## config.mk

```make
export PLATFORM = sky130hd
export DESIGN_NAME = icrt_overlap
export DESIGN_NICKNAME = d
export VERILOG_FILES = /design/src/hdl/icrt_pkg.sv /design/src/hdl/icrt_overlap.sv
export SDC_FILE = /design/constraint.sdc
export NUM_CORES = 1
export LEC_CHECK = 0
export BUFFER_PORTS_ARGS = -buffer_cell sky130_fd_sc_hd__buf_2
export CORE_ASPECT_RATIO = 0.8
export CORE_MARGIN = 2
export CORE_UTILIZATION = 50
export DETAILED_ROUTE_END_ITERATION = 10
export GPL_ROUTABILITY_DRIVEN = 0
export PLACE_DENSITY = 0.95
export SYNTH_ARGS = -nofsm -noshare
export SYNTH_HDL_FRONTEND = slang
export SYNTH_SLANG_ARGS = --single-unit
```

## constraint.sdc

```tcl
create_clock -name vclk -period 15.9
set_input_delay 3.18 -clock vclk [all_inputs]
set_output_delay 3.18 -clock vclk [all_outputs]
set_load 0.005 [all_outputs]
```

## src/hdl/icrt_pkg.sv

```systemverilog
// Shared types, constants and helper functions of the interval reservation table.
package icrt_pkg;

    localparam int CAPACITY = 256;
    localparam int IDX_W    = $clog2(CAPACITY);
    localparam int CNT_W    = $clog2(CAPACITY + 1);
    localparam int POS_W    = 8;
    localparam int SLOT_W   = 8;
    localparam int COUNT_W  = 9;
    localparam int CMP_W    = (CNT_W > POS_W) ? CNT_W : POS_W;

    localparam int START_W  = 11;
    localparam int END_W    = 17;
    localparam int MIN_PER_HOUR = 60;

    localparam logic [5:0] DAY_MAX    = 6'd31;
    localparam logic [3:0] MONTH_MAX  = 4'd12;
    localparam logic [4:0] HOUR_MAX   = 5'd23;
    localparam logic [5:0] MINUTE_MAX = 6'd59;

    localparam logic OP_ADD    = 1'b0;
    localparam logic OP_DELETE = 1'b1;

    typedef enum logic [2:0] {
        ST_ADDED    = 3'd0,
        ST_CONFLICT = 3'd1,
        ST_INVALID  = 3'd2,
        ST_FULL     = 3'd3,
        ST_BADPOS   = 3'd4,
        ST_DELETED  = 3'd5,
        ST_EMPTY    = 3'd6
    } status_t;

    typedef enum logic [1:0] {
        S_IDLE,
        S_SCAN,
        S_SHIFT,
        S_RESP
    } state_t;

    typedef struct packed {
        logic [5:0]  day;
        logic [3:0]  month;
        logic [13:0] year;
        logic [4:0]  hour;
        logic [5:0]  minute;
        logic [15:0] length;
    } entry_t;

    // Start of an interval in minutes after midnight.
    function automatic logic [START_W-1:0] start_of(input logic [4:0] hour,
                                                     input logic [5:0] minute);
        start_of = START_W'(hour) * START_W'(MIN_PER_HOUR) + START_W'(minute);
    endfunction

    // End of an interval in minutes after midnight.
    function automatic logic [END_W-1:0] end_of(input logic [START_W-1:0] start,
                                                 input logic [15:0] length);
        end_of = END_W'(start) + END_W'(length);
    endfunction

endpackage

```

## src/hdl/icrt_overlap.sv

```systemverilog
// Date match and interval overlap compare between a new booking and a stored one.
module icrt_overlap
(
    input  icrt_pkg::entry_t                   new_entry,
    input  logic [icrt_pkg::START_W-1:0]       new_start,
    input  logic [icrt_pkg::END_W-1:0]         new_end,
    input  icrt_pkg::entry_t                   old_entry,
    output logic                               hit
);

    logic [icrt_pkg::START_W-1:0] old_start;
    logic [icrt_pkg::END_W-1:0]   old_end;
    logic                         same_date;

    assign old_start = icrt_pkg::start_of(old_entry.hour, old_entry.minute);
    assign old_end   = icrt_pkg::end_of(old_start, old_entry.length);

    assign same_date = (old_entry.day == new_entry.day)
                    && (old_entry.month == new_entry.month)
                    && (old_entry.year == new_entry.year);

    // Half-open intervals: a zero-length booking overlaps only one that strictly surrounds it.
    assign hit = same_date
              && (icrt_pkg::END_W'(new_start) < old_end)
              && (new_end > icrt_pkg::END_W'(old_start));

endmodule

```

==> metrics.csv <==
stage,metric,value,unit
critical_path,critPathLaunchType,input pin,
pwr,vdd_ir_drop_max,0.0730,mV
cells_and_area,area_growth,26.2,%
pwr,intPower,0.132,mW
route,firstDrtPassIters,4,
route,remaining_drc_errors,0,
cells_and_area,regArea,0,um^2
critical_path,critPathMaxFanout,4,
global_route,grt_overflow,0,
cts,ctsResizeCount,0,
synthesis,yosysTopAreaCell,ha_1,
cells_and_area,fillers,347,
status,status,completed,
route,vias,2329,
sta,hold_violations,0,
cells_and_area,final_cell_mix,"104 x buf_2, 49 x ha_1, 33 x inv_1",
cells_and_area,drive_gt1_share,29.0,%
critical_path,worstPathBufferInverterCount,4,
sta,max_freq,83.9,MHz
cells_and_area,final_common_cell,buf_2,
critical_path,cp.arrival,8750,ps
pwr,power.switching,0.169,mW
place,place_area,2730,um^2
critical_path,path_class,input pin to output pin,
critical_path,crit_slowest_cell,or4b_1,
synthesis,ys_types,46,
floorplan,start_util,51.8,%
job,max_cap_violations,0,
critical_path,cpPeakStageDelay,530,ps
place,io_buffers,104,
sta,period_needed,11930,ps
sta,setup_tns,0,ps
synthesis,seq_area_frac_synth,0,%
floorplan,pin_count,131,
critical_path,critPathTopFamily,adder cells,
sta,setup_ws,3970,ps
global_route,first_global_vias,2239,
route,postRouteAntennaNets,0,
cells_and_area,design_area,2730,um^2
cells_and_area,final_nets,566,
synthesis,syn_inst,275,
critical_path,crit_path_end_kind,output pin,
global_route,grt_pass1_wl,9020,um
cells_and_area,multiInputGateArea,2020,um^2
sta,rsz0062_at_grt,no,
route,drt-initial-drc-count,145,
floorplan,die_w,77.6,um
place,pre_cts_ws,3980,ps
cells_and_area,diodes,0,
sta,slew_violations,0,
min_path,hold_class,input pin to output pin,
global_route,antenna_found_initial,0,
pwr,seqPwrFrac,0,%
sta,setup_viol,0,
sta,tightest_slew,393,ps
floorplan,dieArea,4870,um^2
global_route,grt_util_all_layers,21.9,%
pwr,p_leak,1.43,nW
route,via_per_inst,5.38,
cts,post-cts-setup-buffer-count,0,
cts,postCtsHoldBufs,0,
synthesis,netlist_top_cells_area,"ha_1 28%, xnor2_1 11%, fa_1 8.3%, xor2_1 7.7%, inv_1 5.7%",
cells_and_area,nClkBuffers,0,
synthesis,syn_area,2160,um^2
cells_and_area,flops_and_latches,0,
pwr,finalPower,0.301,mW
pwr,pwr-share-clk,0,%
sta,fin_crit_sh,75.0,%
critical_path,worstPathRequired,12720,ps
synthesis,syn_area_per_cell,7.87,um^2
floorplan,coreArea,4180,um^2
synthesis,synth_top_area_share,28.3,%
route,routed_wl,5610,um
pwr,swShare,56.1,%
pwr,combPwrFrac,100.0,%
route,wire_per_inst,13.0,um
pwr,powerDensity,110,nW/um^2
synthesis,syn_nets,463,
synthesis,ys_warn_count,0,
sta,max_slew_margin,73.2,%
cells_and_area,final_util,65.4,%
global_route,grt_max_degree,11,
floorplan,die_y,62.9,um
place,hpwl,5140,um
floorplan,num_rows,21,
cell families (layout without fill, tap and decap cells):
family,after synthesis,in the layout,share of synthesized area [%]
adders and majority gates,58,58,36.6
AOI/OAI and AO/OA,65,65,19.5
xor gates and xnor gates,47,47,19.0
and+or+nand+nor,69,69,18.0
buffers and inverters,36,137,6.82
per-layer routing:
layer	up-vias	wire, um	track usage (%)	share of wire, %
met5	-	0	0	0
met4	0	101	4.02	1.8
met3	12	292	1.16	5.2
met2	86	2790	42.0	50
met1	1043	2430	27.1	43
li1	1188	-	-	-
cells in the mapped netlist (3+ instances only):
library cell,n
a211oi_1,3
nand2_1,5
nand4_1,9
nor2_1,17
ha_1,49
a2111oi_0,3
nor4_1,3
o21bai_1,4
o21ai_1,6
xor2_1,19
fa_1,9
nor2b_1,5
a21o_1,6
nand3_1,6
inv_1,33
xnor2_1,28
nor3_1,6
a21oi_1,18
o21ai_0,9
nand2b_1,4
stage by stage:
step / cells / hold slack, ps
after floorplan: 275 / 6640
after global placement: 433 / 6880
after global routing: 433 / 6910
after detailed placement: 433 / 6880
after CTS: 433 / 6880
final: 433 / 6900
power groups by stage:
stage	logic [mW]	registers, mW	clock network, mW
after floorplan	0.231	0	0
after global placement	0.282	0	0
after detailed placement	0.298	0	0
after CTS	0.300	0	0
after global routing	0.340	0	0
final	0.301	0	0
final timing paths:
path	to	start	slack, ps	cells past startpoint
max	hit	old_entry[22]	3970	26
min	hit	new_end[16]	6900	5
final cells by class:
type,count,share of cell area (%)
Inverter,33,4.53
Multi-Input combinational cell,239,73.8
Tap cell,57,2.61
Timing Repair Buffer,104,19.0
(Power assumes the default switching activity.)
